===== config.mk =====
export PLATFORM = sky130hd
export DESIGN_NAME = cmt_sqrt_cell
export DESIGN_NICKNAME = d
export VERILOG_FILES = /design/src/rtl/core/cmt_pkg.sv /design/src/rtl/core/cmt_sqrt_cell.sv
export SDC_FILE = /design/constraint.sdc
export NUM_CORES = 1
export LEC_CHECK = 0
export BUFFER_PORTS_ARGS = -buffer_cell sky130_fd_sc_hd__buf_2
export CAP_MARGIN = 20
export CORE_MARGIN = 2
export CORE_UTILIZATION = 45
export CTS_CLUSTER_SIZE = 30
export DETAILED_ROUTE_END_ITERATION = 8
export PLACE_DENSITY = 0.73
export SLEW_MARGIN = 20
export SYNTH_ARGS = -nofsm -noshare
export SYNTH_HDL_FRONTEND = slang
export SYNTH_SLANG_ARGS = --single-unit

===== constraint.sdc =====
create_clock -name clk -period 1.06 [get_ports clk]
set_input_delay 0.106 -clock clk [delete_from_list [all_inputs] [get_ports clk]]
set_output_delay 0.106 -clock clk [all_outputs]
set_load 0.02 [all_outputs]

===== src/rtl/core/cmt_pkg.sv =====
// Shared types and constants for the normalization cube map texel generator.
`timescale 1ns / 1ps
package cmt_pkg;

    localparam int MAX_FACE_SIZE_DEF = 1024;
    localparam int FRAC_BITS         = 16;
    localparam int MAG_W             = FRAC_BITS + 1;
    localparam int LEN2_W            = 34;
    localparam int ROOT_STEPS        = 32;
    localparam int ROOT_W            = 31;
    localparam int RECIP_STEPS       = 31;
    localparam int RECIP_W           = 31;
    localparam int CFG_W             = 11;
    localparam logic [MAG_W-1:0] ONE_Q16 = MAG_W'(1) << FRAC_BITS;

    typedef enum logic [2:0] {
        FACE_POS_X = 3'd0,
        FACE_NEG_X = 3'd1,
        FACE_POS_Y = 3'd2,
        FACE_NEG_Y = 3'd3,
        FACE_POS_Z = 3'd4,
        FACE_NEG_Z = 3'd5
    } face_t;

    // Carried alongside the two centre-coordinate dividers
    typedef struct packed {
        logic       bad;
        logic [2:0] face;
        logic       neg_s;
        logic       neg_t;
    } div_tag_t;

    // Carried alongside the root and reciprocal chains
    typedef struct packed {
        logic             bad;
        logic             neg_x;
        logic             neg_y;
        logic             neg_z;
        logic [MAG_W-1:0] mag_x;
        logic [MAG_W-1:0] mag_y;
        logic [MAG_W-1:0] mag_z;
    } vec_tag_t;

endpackage


===== src/rtl/core/cmt_sqrt_cell.sv =====
// One digit step of the bit-by-bit integer square root.
`timescale 1ns / 1ps
module cmt_sqrt_cell #(
    parameter int STEP = 0
) (
    input  logic              clk,
    input  logic              rst_n,
    input  logic              en,
    input  logic              in_valid,
    input  cmt_pkg::vec_tag_t in_tag,
    input  logic [63:0]       in_rad,
    input  logic [63:0]       in_root,
    output logic              out_valid,
    output cmt_pkg::vec_tag_t out_tag,
    output logic [63:0]       out_rad,
    output logic [63:0]       out_root
);
    import cmt_pkg::*;

    localparam logic [63:0] BIT = 64'd1 << (62 - 2 * STEP);

    logic        valid_reg;
    vec_tag_t    tag_reg;
    logic [63:0] rad_reg, rad_next;
    logic [63:0] root_reg, root_next;
    logic [63:0] trial;

    always_comb
    begin
        trial = in_root + BIT;
        if (in_rad >= trial)
        begin
            rad_next  = in_rad - trial;
            root_next = (in_root >> 1) + BIT;
        end
        else
        begin
            rad_next  = in_rad;
            root_next = in_root >> 1;
        end
    end

    always_ff @(posedge clk or negedge rst_n)
    begin
        if (!rst_n)
        begin
            valid_reg <= 1'b0;
        end
        else if (en)
        begin
            valid_reg <= in_valid;
        end
    end

    always_ff @(posedge clk)
    begin
        if (en)
        begin
            tag_reg  <= in_tag;
            rad_reg  <= rad_next;
            root_reg <= root_next;
        end
    end

    assign out_valid = valid_reg;
    assign out_tag   = tag_reg;
    assign out_rad   = rad_reg;
    assign out_root  = root_reg;

endmodule


==> reports/metrics.cfg <==
[detailed_routing]
routed_wl_um = 50500
first_iter_violations = 1194
wl_per_cell_um = 23.07
maxUsedRoutingLayer = met5
vias = 12430
drc = 0
firstDrtPassIters = 6
vias_per_cell = 5.678
dr_wl_met2_um = 25530
wl_met3_um = 3951
drt.antenna.violating_nets = 0
wirelength_met1_um = 17570

[timing]
slew_headroom = 0.6365
setup_tns_ns = -103.77
slew_violations = 0
min_period_ns = 2.589
period_share = 2.442
skew_ns = 0
tightest_slew_ns = 0.5442
rsz0062_at_grt = yes
max_freq_ghz = 0.3863
fin_ws_ns = -1.529
setup_viol = 250
finalHoldViolCount = 0
holdWs_ns = 0.02242

[grt]
grt_usage = 0.3276
grt_overflow_total = 0
grt_pass1_wl_um = 63080
grt_pass1_vias = 12150
grt_max_degree = 40
grt_antenna_before_repair = 7

[clock_tree]
clkSlewWorstSetupHoldPaths_ns = 0.08
clkLatencyLatePin_ns = 0.44
htree_levels = 4
cts_made_buffers = 17
cts.sinks = 184
clockRootBuffer = clkbuf_16
clockBufferDepth = 2
cts_tree = built

[yosys]
yosys_register_bits = 184
synth-edff-count = 183
syn_nets = 1228
syn_area_um2 = 10770
ys_warn_count = 0
ys_seq_area_frac = 0.5128
ys.flop_type = edfxtp_1
async_reset_ff_frac = 0.005435
syn_avg_cell_area_um2 = 11.03
syn_inst = 976
synth_cell_types = 68

[worst_setup_path]
r2r-end = out_valid
critPathLaunchType = input port
worstPathArrival_ns = 2.78
reg2reg_slack_ns = 0.27
crit_end = out_rad[20]
slowest_stage = a311oi_2
rr_startpoint = out_valid
crit_path_max_incr_delay_ns = 0.39
crit_chain = buf_2, inv_1, ha_4, a21oi_1, o21ai_1, o2111ai_2, a311oi_2, a21oi_2, a2bb2oi_2, a31oi_4, buf_6, buf_12, buf_16, mux2_4
endpoint_kind = flop
reg2reg_depth = 1
critical_path_required_ns = 1.26
critPathKind = input port to flop
critical_path.max_fanout = 7
cp-startpoint = in_root[41]

[placed_design]
io_buffers = 370
place.gp.congestion = 0.9210
dp_hpwl_um = 26470

[cells_and_area]
layout_common_cells = buf_4, buf_2, buf_6
fin_nets = 2100
seq_area_um2 = 5520
syn_to_final_growth_pct = 89.77
layout-drive-gt1-share = 0.5239
fill_cells = 1046
final_common_cell = buf_4
multi_input_area_um2 = 5917

[flow_run]
maxCapViolCount = 0

[pwr]
p_per_area_nw_per_um2 = 1351
max-vdd-ir-drop_v = 0.001208
power.leakage_nw = 9.215

[run_status]
violations = negative setup slack
status = complete, but fails checks

[floorplanning]
initial_core_util = 0.4586
die_h_um = 158.7
io_pins = 371
chipWidth_um = 158.7
coreArea_um2 = 23470
die_area_um2 = 25180
rows = 56

[min_path]
holdPathStages = 2
hold_path_class = input port to flop

registers in the layout, indices dropped and copies added (netlist names):
register	cells
out_rad	64
out_root	64
out_tag	55
out_valid	1
worst min path at each step:
stage	startpoint	end	slack, ns
after floorplan	rst_n	out_valid	-0.19
after global placement	rst_n	out_valid	-0.12
after detailed placement	rst_n	out_valid	-0.11
after CTS	in_rad[18]	out_rad[18]	0.00007
after global routing	in_rad[8]	out_rad[8]	0.01
final	in_rad[8]	out_rad[8]	0.02
per-layer routing:
| layer | global-route usage | vias to the layer above |
|---|---|---|
| met5 | 0 | - |
| met2 | 0.5881 | 849 |
| li1 | - | 5380 |
| met1 | 0.3715 | 5904 |
| met4 | 0.1617 | 2 |
| met3 | 0.06396 | 295 |
final cells by class:
cell class | instances | area share
clock buffers | 17 | 0.02082
clock inverters | 15 | 0.01053
flip-flops and latches | 184 | 0.2702
inverters | 87 | 0.01721
repair buffers | 889 | 0.3710
multi-input cells | 669 | 0.2896
diodes | 9 | 0.001102
well taps | 319 | 0.01954
critical path, delay by kind of cell:
kind	cells	cell delay (ns)
AOI/OAI and AO/OA	7	1.46
adders and majority gates	1	0.27
buffers and inverters	5	0.59
muxes	1	0.32
power breakdown:
group | switching (W) | internal, W
logic | 0.00536 | 0.00574
registers | 0.000429 | 0.00896
clock network | 0.00361 | 0.00349
total | 0.00941 | 0.0182
Yosys cell counts, types with 8 or more instances:
cell type / n / share of area
edfxtp_1: 183 / 0.51
a21oi_1: 101 / 0.047
inv_1: 87 / 0.030
nand2_1: 69 / 0.024
ha_1: 64 / 0.074
nor2_1: 60 / 0.021
o21ai_0: 42 / 0.020
a21o_1: 41 / 0.029
xnor2_1: 39 / 0.032
mux2_1: 33 / 0.035
clkbuf_1: 25 / 0.0087
nand4_1: 21 / 0.012
mux2_2: 19 / 0.020
o21bai_1: 17 / 0.012
xor2_1: 17 / 0.014
nor3_1: 16 / 0.0074
nand3_1: 10 / 0.0046
o21ai_1: 9 / 0.0042
o211ai_1: 8 / 0.0056
logic make-up after synthesis:
| family | share of synthesized area |
|---|---|
| compound gates | 0.1619 |
| simple gates | 0.1010 |
| flops | 0.5128 |
| buf+inv | 0.04719 |
| fa+ha+maj | 0.07624 |
| xor+xnor | 0.04556 |
| mux | 0.05532 |
stage by stage:
stage | instance area [µm²] | total power [W] | worst slack (ns) | instances | utilization
detailed placement | 15460 | 0.01688 | -2.091 | 1936 | 0.6588
global placement | 15460 | 0.01672 | -2.052 | 1936 | 0.6588
global route | 20430 | 0.02834 | -1.593 | 2188 | 0.8703
CTS | 19230 | 0.02570 | -1.442 | 2163 | 0.8193
finish | 20430 | 0.02761 | -1.529 | 2189 | 0.8704
floorplan | 11050 | 0.01353 | -1.620 | 976 | -
what timing repair did:
action / in CTS / in global routing
hold buffers: 157 / 0
endpoints found under the hold margin: 156 / 0
setup endpoints to repair: 250 / 250
resized for setup: 287 / 302
buffers inserted: 34 / 21
pin swaps: 41 / 46
gates cloned: 4 / 1
Power figures use the tool's default switching activity.
