===== src/rtl/core/cmt_pkg.sv =====
// Shared types and constants for the normalization cube map texel generator.
`timescale 1ns / 1ps
package cmt_pkg;

    localparam int MAX_FACE_SIZE_DEF = 1024;
    localparam int FRAC_BITS         = 16;
    localparam int MAG_W             = FRAC_BITS + 1;
    localparam int LEN2_W            = 34;
    localparam int ROOT_STEPS        = 32;
    localparam int ROOT_W            = 31;
    localparam int RECIP_STEPS       = 31;
    localparam int RECIP_W           = 31;
    localparam int CFG_W             = 11;
    localparam logic [MAG_W-1:0] ONE_Q16 = MAG_W'(1) << FRAC_BITS;

    typedef enum logic [2:0] {
        FACE_POS_X = 3'd0,
        FACE_NEG_X = 3'd1,
        FACE_POS_Y = 3'd2,
        FACE_NEG_Y = 3'd3,
        FACE_POS_Z = 3'd4,
        FACE_NEG_Z = 3'd5
    } face_t;

    // Carried alongside the two centre-coordinate dividers
    typedef struct packed {
        logic       bad;
        logic [2:0] face;
        logic       neg_s;
        logic       neg_t;
    } div_tag_t;

    // Carried alongside the root and reciprocal chains
    typedef struct packed {
        logic             bad;
        logic             neg_x;
        logic             neg_y;
        logic             neg_z;
        logic [MAG_W-1:0] mag_x;
        logic [MAG_W-1:0] mag_y;
        logic [MAG_W-1:0] mag_z;
    } vec_tag_t;

endpackage


===== src/rtl/core/cmt_recip_cell.sv =====
// One restoring-division step of the reciprocal 2^60 / length.
`timescale 1ns / 1ps
module cmt_recip_cell (
    input  logic                          clk,
    input  logic                          rst_n,
    input  logic                          en,
    input  logic                          in_valid,
    input  cmt_pkg::vec_tag_t             in_tag,
    input  logic [cmt_pkg::ROOT_W-1:0]    in_div,
    input  logic [cmt_pkg::ROOT_W-1:0]    in_rem,
    input  logic [cmt_pkg::RECIP_W-1:0]   in_quo,
    output logic                          out_valid,
    output cmt_pkg::vec_tag_t             out_tag,
    output logic [cmt_pkg::ROOT_W-1:0]    out_div,
    output logic [cmt_pkg::ROOT_W-1:0]    out_rem,
    output logic [cmt_pkg::RECIP_W-1:0]   out_quo
);
    import cmt_pkg::*;

    logic               valid_reg;
    vec_tag_t           tag_reg;
    logic [ROOT_W-1:0]  div_reg;
    logic [ROOT_W-1:0]  rem_reg, rem_next;
    logic [RECIP_W-1:0] quo_reg, quo_next;
    logic [ROOT_W:0]    dbl, diff;
    logic               ge;

    always_comb
    begin
        dbl      = {in_rem, 1'b0};
        diff     = dbl - {1'b0, in_div};
        ge       = dbl >= {1'b0, in_div};
        rem_next = ge ? diff[ROOT_W-1:0] : dbl[ROOT_W-1:0];
        quo_next = {in_quo[RECIP_W-2:0], ge};
    end

    always_ff @(posedge clk or negedge rst_n)
    begin
        if (!rst_n)
        begin
            valid_reg <= 1'b0;
        end
        else if (en)
        begin
            valid_reg <= in_valid;
        end
    end

    always_ff @(posedge clk)
    begin
        if (en)
        begin
            tag_reg <= in_tag;
            div_reg <= in_div;
            rem_reg <= rem_next;
            quo_reg <= quo_next;
        end
    end

    assign out_valid = valid_reg;
    assign out_tag   = tag_reg;
    assign out_div   = div_reg;
    assign out_rem   = rem_reg;
    assign out_quo   = quo_reg;

endmodule


===== config.mk =====
export PLATFORM = sky130hd
export DESIGN_NAME = cmt_recip_cell
export DESIGN_NICKNAME = d
export VERILOG_FILES = /design/src/rtl/core/cmt_pkg.sv /design/src/rtl/core/cmt_recip_cell.sv
export SDC_FILE = /design/constraint.sdc
export NUM_CORES = 1
export LEC_CHECK = 0
export ABC_CLOCK_PERIOD_IN_PS = 900
export CAP_MARGIN = 25
export CORE_AREA = 5 5 129 119
export DETAILED_ROUTE_END_ITERATION = 7
export DIE_AREA = 0 0 134 124
export DONT_BUFFER_PORTS = 1
export PLACE_DENSITY = 0.62
export SLEW_MARGIN = 20
export SYNTH_ARGS = -nofsm -noshare
export SYNTH_HDL_FRONTEND = slang
export SYNTH_SLANG_ARGS = --single-unit

===== constraint.sdc =====
create_clock -name clk -period 0.9 [get_ports clk]
set_input_delay 0.18 -clock clk [delete_from_list [all_inputs] [get_ports clk]]
set_output_delay 0.18 -clock clk [all_outputs]
set_load 0.02 [all_outputs]

==> impl_metrics.env <==
export IMPL_status="finished, violations left"
export IMPL_violations="negative hold slack, negative setup slack"
export IMPL_grt_pass1_wl_um=31000
export IMPL_crit_arrival_ns=2.21
export IMPL_fin_crit_sh_pct=227
export IMPL_port_buffers=0
export IMPL_max_slew_margin_pct=76.6
export IMPL_r2r_end="out_valid"
export IMPL_fp_dieArea_sq_um=16600
export IMPL_clock_latency_ns=0.42
export IMPL_post_route_util_pct=75.8
export IMPL_critPathBufInv=1
export IMPL_r2r_cells=1
export IMPL_setup_viol=181
export IMPL_synth_mux_area_share_pct=0.313
export IMPL_synth_most_common_cell="edfxtp_1"
export IMPL_synth_top_family_by_area="compound AO/OA/AOI/OAI gates"
export IMPL_dpl_cell_count=738
export IMPL_drive_above_1_share_pct=31.6
export IMPL_ir_drop_uv=1200
export IMPL_vias_per_cell=5.57
export IMPL_drv_slew=0
export IMPL_drc=0
export IMPL_fin_nets=940
export IMPL_synthTopCellsByArea="edfxtp_1 65%, ha_1 5.7%, a21oi_1 3.5%, inv_1 2.2%, nor2_1 2.0%"
export IMPL_coreArea_sq_um=13800
export IMPL_finalNonFillerCells=941
export IMPL_grt_pass1_vias=5451
export IMPL_cp_start_kind="input pin"
export IMPL_place_area_sq_um=7640
export IMPL_fin_skew_ns=0
export IMPL_period_minus_slack_ns=2.04
export IMPL_crit_type="in -> reg"
export IMPL_yosys_area_share_xor_xnor_pct=3.35
export IMPL_tns_ns=-63.71
export IMPL_first_pass_iters=4
export IMPL_totalWireLength_um=21700
export IMPL_path_delay_family="compound AO/OA/AOI/OAI gates"
export IMPL_die_w_um=134
export IMPL_tritoncts="done"
export IMPL_grt_setup_unrepaired="true"
export IMPL_n_fill_cell=845
export IMPL_place_congestion=0.863
export IMPL_worst_pin_slew_ns=0.349
export IMPL_final_area_sq_um=10500
export IMPL_fmax_mhz=490
export IMPL_r2r_start="out_valid"
export IMPL_drv_cap=0
export IMPL_cp_required_ns=1.07
export IMPL_setup_ws_ns=-1.14
export IMPL_clkSinkCount=149
export IMPL_areaGrowthSynthToFinish_pct=53.9
export IMPL_critPathSlowestCell="a2111oi_4"
export IMPL_start_util_pct=49.3
export IMPL_cts_buffer_depth=2
export IMPL_ys_types=69
export IMPL_root_buffer="clkbuf_16"
export IMPL_yosys_area_top_type_share_pct=65.4
export IMPL_synth_compound_area_share_pct=13.1
export IMPL_worst_path_largest_cell_delay_ns=0.37
export IMPL_cts_buffers_inserted=17
export IMPL_holdPathEnd="out_div[9]"
export IMPL_hold_depth=0
export IMPL_ys_flop_type="edfxtp_1"
export IMPL_cts_max_level=4
export IMPL_crit_chain="inv_12 -> ha_4 -> a21o_4 -> a2111oi_4 -> a2111oi_4 -> o31a_2 -> o22ai_4 -> o41ai_4 -> xnor2_1 -> a21oi_2"
export IMPL_syn_nets=675
export IMPL_power_density_nw_per_um2=1950
export IMPL_io_pins=301
export IMPL_yosysTopAreaCell="edfxtp_1"
export IMPL_wl_per_cell_um=23.1
export IMPL_clk_pin_slew_worst_paths_ns=0.06
export IMPL_synth_edff_count=148
export IMPL_hold_path_class="in -> reg"
export IMPL_grt_max_degree=150
export IMPL_netlist_instances=491
export IMPL_post_dp_hpwl_um=13500
export IMPL_grt_overflow=0
export IMPL_cp_max_fo=3
export IMPL_critPathMostFrequentCell="a2111oi_4"
export IMPL_synthArstFlopShare_pct=0.671
export IMPL_vias=5239
export IMPL_r2r_slack_ns=0.13
export IMPL_synth_fa_ha_area_share_pct=6.00
export IMPL_syn_area_sq_um=6800
export IMPL_die_h_um=124
export IMPL_power_leakage_nw=4.15
export IMPL_diodes=0
export IMPL_synth_simple_area_share_pct=7.18
export IMPL_yosysWarnings=0
export IMPL_dr_first_iter_drc_count=288
export IMPL_syn_mean_instance_area_sq_um=13.8
export IMPL_pre_cts_ws_ns=-1.63
export IMPL_ys_seq_area_share_pct=65.7
export IMPL_synth_seq_cells=149
export IMPL_num_rows=41
export IMPL_power_mw=20.4
export IMPL_grt_util_all_layers_pct=25.4
export IMPL_synth_common_cells="148 x edfxtp_1, 47 x a21oi_1, 40 x inv_1"
export IMPL_crit_path_end_kind="flip-flop"
export IMPL_ant_nets=0
export IMPL_hold_start="en"
export IMPL_antenna_found_initial=0
export IMPL_hold_violations=99
export IMPL_fin_hold_ws_ns=-0.125
[where the power goes]
part / switching, mW / total [mW] / internal [mW]
combinational: 1.69 / 3.67 / 1.98
clock: 2.93 / 7.07 / 4.15
sequential: 1.18 / 9.67 / 8.48
[kinds of logic (layout without fill, tap and decap cells)]
logic type,after synthesis,after routing
flip-flops,149,149
AO/OA/AOI/OAI,125,125
XOR/XNOR,26,26
multiplexers,2,2
AND/OR/NAND/NOR,104,104
adder cells (fa/ha/maj),32,32
buffers and inverters,53,331
[worst max path at each step]
stage / cells after the start / from / slack, ns / end
after floorplan: 10 / in_rem[0] / -1.42 / out_rem[0]
after global placement: 10 / in_div[5] / -1.56 / out_rem[29]
after detailed placement: 10 / in_rem[0] / -1.63 / out_rem[10]
after CTS: 14 / in_div[1] / -1.08 / out_rem[23]
after global routing: 10 / in_rem[0] / -1.20 / out_rem[30]
final: 10 / in_div[4] / -1.14 / out_rem[29]
[metal layers]
layer	GRT usage [%]	wire length, um	vias to the layer above
li1	-	-	2382
met1	27.4	7790	2571
met2	45.5	11600	238
met3	9.37	1660	48
met4	10.3	652	0
met5	0	0	-
[layout make-up]
type,instances,area (sq um),share of cell area [%]
repair buffers,254,2410,23.0
clock buffers,17,425,4.07
inverters,41,195,1.87
repair inverters,4,53.8,0.514
flip-flops and latches,149,4470,42.7
multi-input cells,289,2530,24.2
clock inverters,15,164,1.57
well taps,172,215,2.06
[layout by cell type (no fill, tap or decap), types with 5 or more instances in the layout]
| cell type | count |
|---|---|
| a21o_1 | 12 |
| a21oi_1 | 31 |
| a21oi_2 | 17 |
| buf_12 | 9 |
| buf_4 | 92 |
| buf_6 | 5 |
| clkbuf_16 | 17 |
| dlygate4sd3_1 | 148 |
| edfxtp_1 | 148 |
| ha_1 | 23 |
| ha_4 | 8 |
| inv_1 | 36 |
| inv_6 | 6 |
| inv_8 | 5 |
| nand2_1 | 20 |
| nand2_2 | 5 |
| nand2_4 | 6 |
| nand3_1 | 7 |
| nand4_1 | 6 |
| nor2_1 | 17 |
| nor2_4 | 18 |
| o21ai_0 | 8 |
| o21ai_2 | 9 |
| xnor2_1 | 11 |
| xor2_1 | 10 |
[registers in the layout, indices dropped and copies added (netlist names)]
name	cells
out_tag	55
out_rem	31
out_div	31
out_valid	1
out_quo	31
[repair_timing]
item / 4_1_cts / 5_1_grt
gates resized for setup: 87 / 35
endpoints found under the setup margin: 181 / 181
endpoints found under the hold margin: 294 / 152
cloned: 6 / 0
pin swaps: 28 / 20
setup buffers: 18 / 2
hold buffers: 145 / 3
No activity file was read; power rests on OpenSTA's default activity.
