<file path="src/rtl/core/cmt_pkg.sv">
// Shared types and constants for the normalization cube map texel generator.
`timescale 1ns / 1ps
package cmt_pkg;

    localparam int MAX_FACE_SIZE_DEF = 1024;
    localparam int FRAC_BITS         = 16;
    localparam int MAG_W             = FRAC_BITS + 1;
    localparam int LEN2_W            = 34;
    localparam int ROOT_STEPS        = 32;
    localparam int ROOT_W            = 31;
    localparam int RECIP_STEPS       = 31;
    localparam int RECIP_W           = 31;
    localparam int CFG_W             = 11;
    localparam logic [MAG_W-1:0] ONE_Q16 = MAG_W'(1) << FRAC_BITS;

    typedef enum logic [2:0] {
        FACE_POS_X = 3'd0,
        FACE_NEG_X = 3'd1,
        FACE_POS_Y = 3'd2,
        FACE_NEG_Y = 3'd3,
        FACE_POS_Z = 3'd4,
        FACE_NEG_Z = 3'd5
    } face_t;

    // Carried alongside the two centre-coordinate dividers
    typedef struct packed {
        logic       bad;
        logic [2:0] face;
        logic       neg_s;
        logic       neg_t;
    } div_tag_t;

    // Carried alongside the root and reciprocal chains
    typedef struct packed {
        logic             bad;
        logic             neg_x;
        logic             neg_y;
        logic             neg_z;
        logic [MAG_W-1:0] mag_x;
        logic [MAG_W-1:0] mag_y;
        logic [MAG_W-1:0] mag_z;
    } vec_tag_t;

endpackage

</file>
<file path="src/rtl/core/cmt_encode.sv">
// Scale each component by the reciprocal length and encode it as a byte.
`timescale 1ns / 1ps
module cmt_encode (
    input  logic                        clk,
    input  logic                        rst_n,
    input  logic                        en,
    input  logic                        in_valid,
    input  cmt_pkg::vec_tag_t           in_tag,
    input  logic [cmt_pkg::RECIP_W-1:0] in_rs,
    output logic                        out_valid,
    output logic [23:0]                 out_bytes,
    output logic                        out_bad
);
    import cmt_pkg::*;

    localparam int PROD_W = MAG_W + RECIP_W;

    logic              pvalid_reg;
    logic              pbad_reg;
    logic [2:0]        pneg_reg;
    logic [PROD_W-1:0] prod_reg [3];
    logic [PROD_W-1:0] prod_next [3];
    logic [MAG_W-1:0]  mag [3];
    logic              ovalid_reg;
    logic              obad_reg;
    logic [23:0]       bytes_reg, bytes_next;
    logic [25:0]       scaled [3];
    logic [25:0]       biased [3];
    logic [33:0]       times255 [3];

    always_comb
    begin
        mag[0] = in_tag.mag_x;
        mag[1] = in_tag.mag_y;
        mag[2] = in_tag.mag_z;
        for (int i = 0; i < 3; i++)
        begin
            prod_next[i] = PROD_W'(mag[i]) * PROD_W'(in_rs);
        end
    end

    always_comb
    begin
        for (int i = 0; i < 3; i++)
        begin
            scaled[i] = prod_reg[i][PROD_W-1:22];
            // saturate at unit length
            if (scaled[i] > 26'(ONE_Q16) << 8)
            begin
                scaled[i] = 26'(ONE_Q16) << 8;
            end
            biased[i] = pneg_reg[i] ? ((26'(ONE_Q16) << 8) - scaled[i])
                                    : ((26'(ONE_Q16) << 8) + scaled[i]);
            times255[i] = ({8'd0, biased[i]} << 8) - {8'd0, biased[i]};
            bytes_next[i*8 +: 8] = pbad_reg ? 8'd0 : times255[i][32:25];
        end
    end

    always_ff @(posedge clk or negedge rst_n)
    begin
        if (!rst_n)
        begin
            pvalid_reg <= 1'b0;
            ovalid_reg <= 1'b0;
        end
        else if (en)
        begin
            pvalid_reg <= in_valid;
            ovalid_reg <= pvalid_reg;
        end
    end

    always_ff @(posedge clk)
    begin
        if (en)
        begin
            pbad_reg  <= in_tag.bad;
            pneg_reg  <= {in_tag.neg_z, in_tag.neg_y, in_tag.neg_x};
            for (int i = 0; i < 3; i++)
            begin
                prod_reg[i] <= prod_next[i];
            end
            obad_reg  <= pbad_reg;
            bytes_reg <= bytes_next;
        end
    end

    assign out_valid = ovalid_reg;
    assign out_bytes = bytes_reg;
    assign out_bad   = obad_reg;

endmodule

</file>
<file path="config.mk">
export PLATFORM = sky130hd
export DESIGN_NAME = cmt_encode
export DESIGN_NICKNAME = d
export VERILOG_FILES = /design/src/rtl/core/cmt_pkg.sv /design/src/rtl/core/cmt_encode.sv
export SDC_FILE = /design/constraint.sdc
export NUM_CORES = 2
export LEC_CHECK = 0
export ABC_AREA = 1
export BUFFER_PORTS_ARGS = -buffer_cell sky130_fd_sc_hd__buf_2
export CORE_MARGIN = 2
export CORE_UTILIZATION = 30
export DETAILED_ROUTE_END_ITERATION = 8
export PLACE_DENSITY = 0.57
export SYNTH_ARGS = -nofsm -noshare
export SYNTH_HDL_FRONTEND = slang
export SYNTH_SLANG_ARGS = --single-unit
</file>
<file path="constraint.sdc">
create_clock -name clk -period 3.8 [get_ports clk]
set_clock_uncertainty 0.1 [all_clocks]
set_input_delay 0.76 -clock clk [delete_from_list [all_inputs] [get_ports clk]]
set_output_delay 0.76 -clock clk [all_outputs]
set_load 0.05 [all_outputs]
</file>
==> impl_metrics.env <==
export IMPL_num_nets_final=10860
export IMPL_dr_pass1_iters=6
export IMPL_largest_reg_flops=78
export IMPL_routed_wl_um=200300
export IMPL_tightest_slew_ns=0.7714
export IMPL_post_synth_xor_area_fraction=0.01766
export IMPL_setup_violations_final=86
export IMPL_grt_pass1_vias=57570
export IMPL_timing_final_crit_period_ns=6.199
export IMPL_synth_adder_area_share=0.5194
export IMPL_ff2ff_setup_slack_ns=-0.09
export IMPL_grt_antenna_before_repair=8
export IMPL_start_util=0.3011
export IMPL_critPathMaxFanout=13
export IMPL_antenna_left=0
export IMPL_cts_buffers=9
export IMPL_grt_pass1_wl_um=316700
export IMPL_clock_root_buffer="clkbuf_16"
export IMPL_cts_max_level=3
export IMPL_place_congestion=0.9029
export IMPL_clock_sinks=109
export IMPL_syn_area_mm2=0.06000
export IMPL_violations="negative setup slack"
export IMPL_relSlewSlack=0.4851
export IMPL_yosysSeqAreaShare=0.05439
export IMPL_dp_hpwl_um=155600
export IMPL_met1_length_um=80030
export IMPL_gr_total_overflow=0
export IMPL_drive_gt1_frac=0.2478
export IMPL_min_path_type="in2reg"
export IMPL_min_to="pneg_reg[1]"
export IMPL_slowest_stage="fa_1"
export IMPL_startpoint="in_tag[16]"
export IMPL_vias=53540
export IMPL_arrival_ns=6.31
export IMPL_cts_tree="built"
export IMPL_ios=116
export IMPL_clock_latency_ns=0.48
export IMPL_r2r_start="prod_reg[0][143]"
export IMPL_final_util=0.3989
export IMPL_clkTransAtPathRegs_ns=0.10
export IMPL_ys_flop_type="edfxtp_1"
export IMPL_required_ns=3.92
export IMPL_synth_warnings=0
export IMPL_fillers=19920
export IMPL_synth_edf_count=107
export IMPL_worst_r2r_endpoint="out_bytes[20]"
export IMPL_vias_per_cell=4.568
export IMPL_dieArea_mm2=0.2036
export IMPL_hold_viol_final=0
export IMPL_whs_ns=0.3681
export IMPL_grtUsageTotal=0.1976
export IMPL_drt_iter0_drc=3312
export IMPL_timing_final_ws_setup_ns=-2.399
export IMPL_synth_seq_cells=109
export IMPL_async_reset_ff_frac=0.01835
export IMPL_synth_cell_types=63
export IMPL_max_freq_ghz=0.1613
export IMPL_synth_top_family_by_area="adder cells"
export IMPL_worstSetupStartpointType="input pin"
export IMPL_mostFrequentLayoutCells="2282 x inv_1, 1978 x nand2_1, 1219 x fa_1"
export IMPL_die_width_um=451.2
export IMPL_critical_path_max_stage_delay_ns=0.61
export IMPL_synth_nets=9784
export IMPL_clockBufferDepth=2
export IMPL_fin_area_mm2=0.07949
export IMPL_dieHeight_um=451.2
export IMPL_maxCapViolCount=0
export IMPL_min_period_over_period=1.631
export IMPL_grt_max_degree=40
export IMPL_worstHoldStart="in_tag[52]"
export IMPL_wl_per_cell_um=17.09
export IMPL_r2r_cells=24
export IMPL_grt_setup_unrepaired="true"
export IMPL_syn2layout_area_growth_pct=32.47
export IMPL_synthMuxAreaShare=0
export IMPL_rows=164
export IMPL_core_mm2=0.1992
export IMPL_critical_path_class="in2reg"
export IMPL_top_layer="met5"
export IMPL_drc=0
export IMPL_synthSimpleGateAreaFrac=0.1759
export IMPL_netlist_instances=7981
export IMPL_crit_path_end_kind="register"
export IMPL_layout_commonest_cell="inv_1"
export IMPL_syn_avg_cell_area_um2=7.518
export IMPL_drv_slew=0
export IMPL_synth_compound_area_frac=0.05620
export IMPL_port_buffers=115
export IMPL_status="complete, but fails checks"
export IMPL_postPlaceCellArea_mm2=0.07324
export IMPL_min_delay_path_depth=1
export IMPL_met3_length_um=12370
export IMPL_wl_met2_um=96040
logic make-up (layout without fill, tap and decap cells):
family	after synthesis	after routing
simple gates	2666	2666
compound gates	571	571
flops	109	109
fa+ha+maj	1713	1713
buf+inv	2801	3881
xor+xnor	121	121
other cells	0	4
how the worst max path moves through the flow:
stage	slack, ns	end
global route	-2.55	prod_reg[0][131]
floorplan	-2.19	prod_reg[0][89]
global placement	-3.35	prod_reg[0][141]
CTS	-2.26	prod_reg[0][136]
detailed placement	-3.32	prod_reg[0][141]
finish	-2.40	prod_reg[0][131]
metal layers:
layer,GRT usage,vias up
met5,0,-
met4,0.09020,4
met3,0.02680,402
met2,0.3393,1584
met1,0.2455,26580
li1,-,24970
synthesized netlist by cell type (8+ instances only):
cell / n / area [um2]
o31ai_1: 17 / 127.6
inv_1: 2436 / 9144
xor2_1: 80 / 700.7
nand3b_1: 13 / 97.59
a31oi_1: 46 / 287.8
o211ai_1: 18 / 135.1
clkbuf_1: 284 / 1066
a21o_1: 14 / 105.1
buf_1: 59 / 221.5
nand3_1: 111 / 555.5
nand2_1: 2123 / 7969
o21bai_1: 12 / 90.09
nand4_1: 38 / 237.7
fa_1: 1296 / 25940
nand2_2: 10 / 62.56
ha_1: 417 / 5218
o21ai_0: 116 / 580.6
nor3_1: 36 / 180.2
a21oi_1: 258 / 1291
o41ai_1: 14 / 122.6
xnor2_1: 41 / 359.1
o21a_1: 23 / 172.7
edfxtp_1: 107 / 3213
o221ai_1: 8 / 70.07
nor2_1: 288 / 1081
nor4_1: 11 / 68.82
layout make-up:
class / instances / area [um2] / area share
Multi-Input combinational cell: 5071 / 49840 / 0.6271
Timing Repair Buffer: 1421 / 13590 / 0.1710
Inverter: 2444 / 9181 / 0.1155
Tap cell: 2656 / 3323 / 0.04181
Sequential cell: 109 / 3263 / 0.04105
Clock buffer: 11 / 232.7 / 0.002928
Clock inverter: 5 / 41.29 / 0.0005195
Antenna cell: 4 / 10.01 / 0.0001259
worst max-delay path, delay by kind of cell:
| kind | cells | cell delay (ns) |
|---|---|---|
| compound gates | 5 | 0.76 |
| xor+xnor | 1 | 0.15 |
| fa+ha+maj | 7 | 3.26 |
| buf+inv | 8 | 0.81 |
| simple gates | 5 | 0.53 |
through the flow:
stage,worst slack [ns],cells,setup TNS (ns)
after global placement,-3.347,11470,-212.00
after global routing,-2.550,11720,-187.70
final,-2.399,11720,-167.73
after detailed placement,-3.324,11470,-213.47
after CTS,-2.257,11650,-161.41
after floorplan,-2.191,7981,-152.88
timing repair:
item | CTS | global route
buffers inserted | 131 | 76
hold buffers | 1 | 0
hold endpoints to repair | 2 | 0
pin swaps | 216 | 311
cloned | 29 | 5
endpoints found under the setup margin | 98 | 102
resized for setup | 537 | 399
Power is left out: the tool's default activity adds up to more than one toggle a clock period on the data nets, which glitch-free logic cannot reach.
