[src/rtl/core/cmt_pkg.sv]
// Shared types and constants for the normalization cube map texel generator.
`timescale 1ns / 1ps
package cmt_pkg;

    localparam int MAX_FACE_SIZE_DEF = 1024;
    localparam int FRAC_BITS         = 16;
    localparam int MAG_W             = FRAC_BITS + 1;
    localparam int LEN2_W            = 34;
    localparam int ROOT_STEPS        = 32;
    localparam int ROOT_W            = 31;
    localparam int RECIP_STEPS       = 31;
    localparam int RECIP_W           = 31;
    localparam int CFG_W             = 11;
    localparam logic [MAG_W-1:0] ONE_Q16 = MAG_W'(1) << FRAC_BITS;

    typedef enum logic [2:0] {
        FACE_POS_X = 3'd0,
        FACE_NEG_X = 3'd1,
        FACE_POS_Y = 3'd2,
        FACE_NEG_Y = 3'd3,
        FACE_POS_Z = 3'd4,
        FACE_NEG_Z = 3'd5
    } face_t;

    // Carried alongside the two centre-coordinate dividers
    typedef struct packed {
        logic       bad;
        logic [2:0] face;
        logic       neg_s;
        logic       neg_t;
    } div_tag_t;

    // Carried alongside the root and reciprocal chains
    typedef struct packed {
        logic             bad;
        logic             neg_x;
        logic             neg_y;
        logic             neg_z;
        logic [MAG_W-1:0] mag_x;
        logic [MAG_W-1:0] mag_y;
        logic [MAG_W-1:0] mag_z;
    } vec_tag_t;

endpackage

[src/rtl/core/cmt_div_cell.sv]
// One restoring-division step for the s and t centre coordinates.
`timescale 1ns / 1ps
module cmt_div_cell #(
    parameter int NW = 11
) (
    input  logic                              clk,
    input  logic                              rst_n,
    input  logic                              en,
    input  logic                              in_valid,
    input  cmt_pkg::div_tag_t                 in_tag,
    input  logic [NW-1:0]                     in_n,
    input  logic [NW-1:0]                     in_rem_s,
    input  logic [NW-1:0]                     in_rem_t,
    input  logic [cmt_pkg::FRAC_BITS-1:0]     in_quo_s,
    input  logic [cmt_pkg::FRAC_BITS-1:0]     in_quo_t,
    output logic                              out_valid,
    output cmt_pkg::div_tag_t                 out_tag,
    output logic [NW-1:0]                     out_n,
    output logic [NW-1:0]                     out_rem_s,
    output logic [NW-1:0]                     out_rem_t,
    output logic [cmt_pkg::FRAC_BITS-1:0]     out_quo_s,
    output logic [cmt_pkg::FRAC_BITS-1:0]     out_quo_t
);
    import cmt_pkg::*;

    logic                 valid_reg;
    div_tag_t             tag_reg;
    logic [NW-1:0]        n_reg;
    logic [NW-1:0]        rem_s_reg, rem_s_next;
    logic [NW-1:0]        rem_t_reg, rem_t_next;
    logic [FRAC_BITS-1:0] quo_s_reg, quo_s_next;
    logic [FRAC_BITS-1:0] quo_t_reg, quo_t_next;
    logic [NW:0]          dbl_s, dbl_t, diff_s, diff_t;
    logic                 ge_s, ge_t;

    always_comb
    begin
        dbl_s      = {in_rem_s, 1'b0};
        dbl_t      = {in_rem_t, 1'b0};
        diff_s     = dbl_s - {1'b0, in_n};
        diff_t     = dbl_t - {1'b0, in_n};
        ge_s       = dbl_s >= {1'b0, in_n};
        ge_t       = dbl_t >= {1'b0, in_n};
        rem_s_next = ge_s ? diff_s[NW-1:0] : dbl_s[NW-1:0];
        rem_t_next = ge_t ? diff_t[NW-1:0] : dbl_t[NW-1:0];
        quo_s_next = {in_quo_s[FRAC_BITS-2:0], ge_s};
        quo_t_next = {in_quo_t[FRAC_BITS-2:0], ge_t};
    end

    always_ff @(posedge clk or negedge rst_n)
    begin
        if (!rst_n)
        begin
            valid_reg <= 1'b0;
        end
        else if (en)
        begin
            valid_reg <= in_valid;
        end
    end

    always_ff @(posedge clk)
    begin
        if (en)
        begin
            tag_reg   <= in_tag;
            n_reg     <= in_n;
            rem_s_reg <= rem_s_next;
            rem_t_reg <= rem_t_next;
            quo_s_reg <= quo_s_next;
            quo_t_reg <= quo_t_next;
        end
    end

    assign out_valid = valid_reg;
    assign out_tag   = tag_reg;
    assign out_n     = n_reg;
    assign out_rem_s = rem_s_reg;
    assign out_rem_t = rem_t_reg;
    assign out_quo_s = quo_s_reg;
    assign out_quo_t = quo_t_reg;

endmodule

[config.mk]
export PLATFORM = sky130hd
export DESIGN_NAME = cmt_div_cell
export DESIGN_NICKNAME = d
export VERILOG_FILES = /design/src/rtl/core/cmt_pkg.sv /design/src/rtl/core/cmt_div_cell.sv
export SDC_FILE = /design/constraint.sdc
export NUM_CORES = 1
export LEC_CHECK = 0
export BUFFER_PORTS_ARGS = -buffer_cell sky130_fd_sc_hd__buf_4
export CORE_MARGIN = 3
export CORE_UTILIZATION = 52
export DETAILED_ROUTE_END_ITERATION = 7
export PLACE_DENSITY_LB_ADDON = 0.12
export SLEW_MARGIN = 10
export SYNTH_ARGS = -nofsm -noshare
export SYNTH_HDL_FRONTEND = slang
export SYNTH_SLANG_ARGS = --single-unit
[constraint.sdc]
create_clock -name clk -period 1.1 [get_ports clk]
set_input_delay 0.055 -clock clk [delete_from_list [all_inputs] [get_ports clk]]
set_output_delay 0.055 -clock clk [all_outputs]
set_load 0.005 [all_outputs]
==> summary.md <==
| Metric | Value |
|---|---|
| Status | finished with violations |
| Failing checks | setup timing |
| Initial DRT Pass Iterations | 7 |
| Mean post-synth cell area | 14.7 sq um |
| Detailed Place HPWL | 8000 um |
| DR iter-0 viols | 460 |
| Slowest CP cell | fa_2 |
| DRT antenna net count | 0 |
| Worst Hold Class | input pin to flop |
| WS Path Type | input pin to flop |
| DRC viols | 0 |
| Total congestion overflow | 0 |
| Slew HR | 0.598 |
| DIE WIDTH | 89.2 um |
| Worst path top cell family by delay | compound AO/OA/AOI/OAI gates |
| Die ar. | 0.00795 sq mm |
| Critical path buffers and inverters | 3 |
| Latest clock arrival within the worst-skew pair | 360 ps |
| Final wirelength | 17300 um |
| Area delta synth->final | 71.1% |
| R2R depth | 1 |
| Unique masters post-synth | 47 |
| Leakage power | 2.79 nW |
| Antenna diodes | 0 |
| Area after DPL | 0.00531 sq mm |
| CTS max path bufs | 2 |
| Final Instance Area | 0.00616 sq mm |
| Sequential power share | 0.418 |
| Max Clock Skew | 0 ps |
| Height of the die | 89.2 um |
| CP arrival | 2000 ps |
| YS warnings | 0 |
| Routed vias/inst | 6.47 |
| Synth area leaders | edfxtp_1 (59%), ha_1 (7.7%), mux2_4 (3.8%) |
| Critical Path Max Stage Delay | 440 ps |
| Max Clock Freq | 0.533 GHz |
| Hold Violations, Final | 0 |
| CP required | 1230 ps |
| Gpl congestion | 0.841 |
| Core area | 0.00653 sq mm |
| FF-to-FF Start | out_valid |
| GR Util All Layers | 0.405 |
| WP depth | 9 |
| H-tree Lvls | 3 |
| Area of the multi-input gates | 0.00147 sq mm |
| Int Power | 5.81 mW |
| Sequential area share after synthesis | 0.600 |
| WL per Instance | 29.2 um |
| IR Drop Worst-Case VDD | 1.32 mV |
| Final nets | 611 |
| PwrDens | 1360 mW/mm^2 |
| Via count | 3844 |
| Final setup violation count | 24 |
| Post-synthesis async set-or-reset flop share | 0.0139 |
| CP endpoint | out_rem_t[2] |
| Clock transition at path regs | 90 ps |
| Clk root buf | clkbuf_8 |
| First-pass GRT wire length | 22800 um |
| # fillers | 175 |
| Top_reg_cell synth | edfxtp_1 |
| Final worst slack | -775 ps |
| Sw frac | 0.304 |
| Largest net degree at the start of global routing | 25 |
| Comb pwr share | 0.310 |
| Crit path top cell by count | o211ai_1 |
| Initial antenna violation count | 0 |
| Share of the synthesized area in the top cell type | 0.593 |
| Critical Path Sink Type | flop |
| Largest area contributor in the netlist | edfxtp_1 |
| Io pins | 147 |
| RSZ-0062 raised after global routing | true |
| Cell area after synthesis | 0.00360 sq mm |
| Register Area | 0.00216 sq mm |
| CP Max Fanout | 5 |
| CTS Sinks | 72 |
| Post-synth EDFFs | 71 |
| CTS tree | built |
| Share of layout cells above drive strength 1 | 0.528 |
| Tightest Pin Transition | 602 ps |
| Reg2reg end | out_valid |
| Starting density of the core | 0.551 |
| FP Rows | 29 |
| CTS buffer count | 9 |
| Cells along the critical path | buf_8, clkinvlp_4, fa_2, o211ai_1, a21oi_1, o211ai_1, nand2_1, buf_6, mux2_4 |
| CP Launch Point | in_n[1] |
| Sw Pwr | 2.54 mW |
| Tmin final | 1880 ps |
| Critical Path Source Type | input pin |
| I/O Buffers | 144 |
| Finished Core Util | 0.943 |
| Clock share of power | 0.272 |
| Final Max Slew Viols | 0 |
| R2r setup slk | 300 ps |
| Vias in the first global route | 3843 |
| Max_cap viols | 0 |
| Mapped Nets | 343 |
| Synth Instances | 244 |
| Final period utilization | 1.70 |
| Synth Register Bits | 72 |
## cell usage after synthesis, drive strengths merged (3+ instances only)
library cell and n:
nand3 4, and2 3, o21bai 4, a211oi 3
nand4 3, a31oi 3, nand2 6, a21oi 15
ha 22, nor2 3, inv 12, and3 3
edfxtp 71, xnor2 8, nor2b 4, o21ai 3
xor2 6, mux2 21, buf 9, a21o 13
o211ai 5
## cell type report
cell class / instances / share of cell area
Timing Repair Buffer: 266 / 0.356
Sequential cell: 72 / 0.350
Multi-Input combinational cell: 151 / 0.239
Clock buffer: 9 / 0.0201
Tap cell: 77 / 0.0157
Clock inverter: 7 / 0.0116
Inverter: 12 / 0.00793
## registers in the layout, summed over array words and instances (netlist names)
name / count
out_n: 11
out_quo_s: 16
out_quo_t: 16
out_rem_s: 11
out_rem_t: 11
out_tag: 6
out_valid: 1
## timing repair
action | CTS | global route
pin swaps | 7 | 8
hold endpoints to repair | 49 | 1
hold buffers | 49 | 1
gates cloned | 1 | 0
setup buffers | 2 | 6
setup endpoints to repair | 24 | 24
resized for setup | 12 | 10
## metal layers
| layer | track usage | vias to the layer above | part of all wire | wire length (um) |
|---|---|---|---|---|
| met5 | 0 | - | 0 | 0 |
| met4 | 0.263 | 0 | 0.080 | 1390 |
| met3 | 0.122 | 131 | 0.13 | 2170 |
| met2 | 0.668 | 469 | 0.47 | 8070 |
| met1 | 0.455 | 1758 | 0.33 | 5690 |
| li1 | - | 1486 | - | - |
## kinds of logic (layout without fill, tap and decap cells)
| group | after synthesis | after routing | share of synthesized area |
|---|---|---|---|
| flops | 72 | 72 | 0.600 |
| compound gates | 56 | 56 | 0.115 |
| simple gates | 34 | 35 | 0.0536 |
| fa+ha+maj | 24 | 24 | 0.0877 |
| mux | 22 | 22 | 0.0779 |
| buf+inv | 22 | 294 | 0.0323 |
| xor+xnor | 14 | 14 | 0.0341 |
## power by group through the flow
| stage | logic [mW] | registers (mW) | clock network (mW) |
|---|---|---|---|
| after floorplan | 0.840 | 3.53 | 0 |
| after CTS | 2.22 | 3.45 | 2.13 |
| final | 2.58 | 3.49 | 2.27 |
| after global routing | 2.66 | 3.51 | 2.38 |
| after detailed placement | 2.01 | 3.51 | 0 |
| after global placement | 1.94 | 3.49 | 0 |
## stage by stage
stage                     instances  power, mW  hold slack (ps)  setup slack (ps)  setup TNS, ps
after CTS                       588       7.81             1.68              -619         -12600
after floorplan                 244       4.37             -241              -729         -15600
final                           594       8.35             9.31              -775         -16320
after global routing            594       8.54            -3.75              -810         -16890
after global placement          521       5.42             -170              -988         -21660
after detailed placement        521       5.52             -169             -1030         -22860
## cell usage in the layout, fill, tap and decap left out, types with 4 or more instances in the layout
master         synthesis  final
a21o_1                13     13
dlygate4sd3_1          0     50
xor2_1                 6      6
nand2_1                5      5
o211ai_1               4      4
mux2_2                 5      4
buf_4                  1    206
ha_1                  22     17
nand3_1                4      4
buf_6                  3      6
a21oi_1               15     12
inv_1                 12     10
xnor2_1                8      8
ha_4                   0      5
clkbuf_8               0      9
edfxtp_1              71     71
mux2_4                 9     17
nor2b_1                4      4
## worst min path at each step
stage                 from           end  slack, ps  cells after the start
2_1_floorplan        rst_n     out_valid       -240                      0
3_3_place_gp         rst_n     out_valid       -170                      1
3_5_place_dp         rst_n     out_valid       -170                      1
4_1_cts        in_rem_t[8]  out_rem_t[9]          2                      2
6_report       in_rem_s[1]  out_rem_s[2]          9                      2
5_1_grt        in_rem_t[4]  out_rem_t[5]         -4                      2
Note: power is estimated with default switching activity, not from simulation.
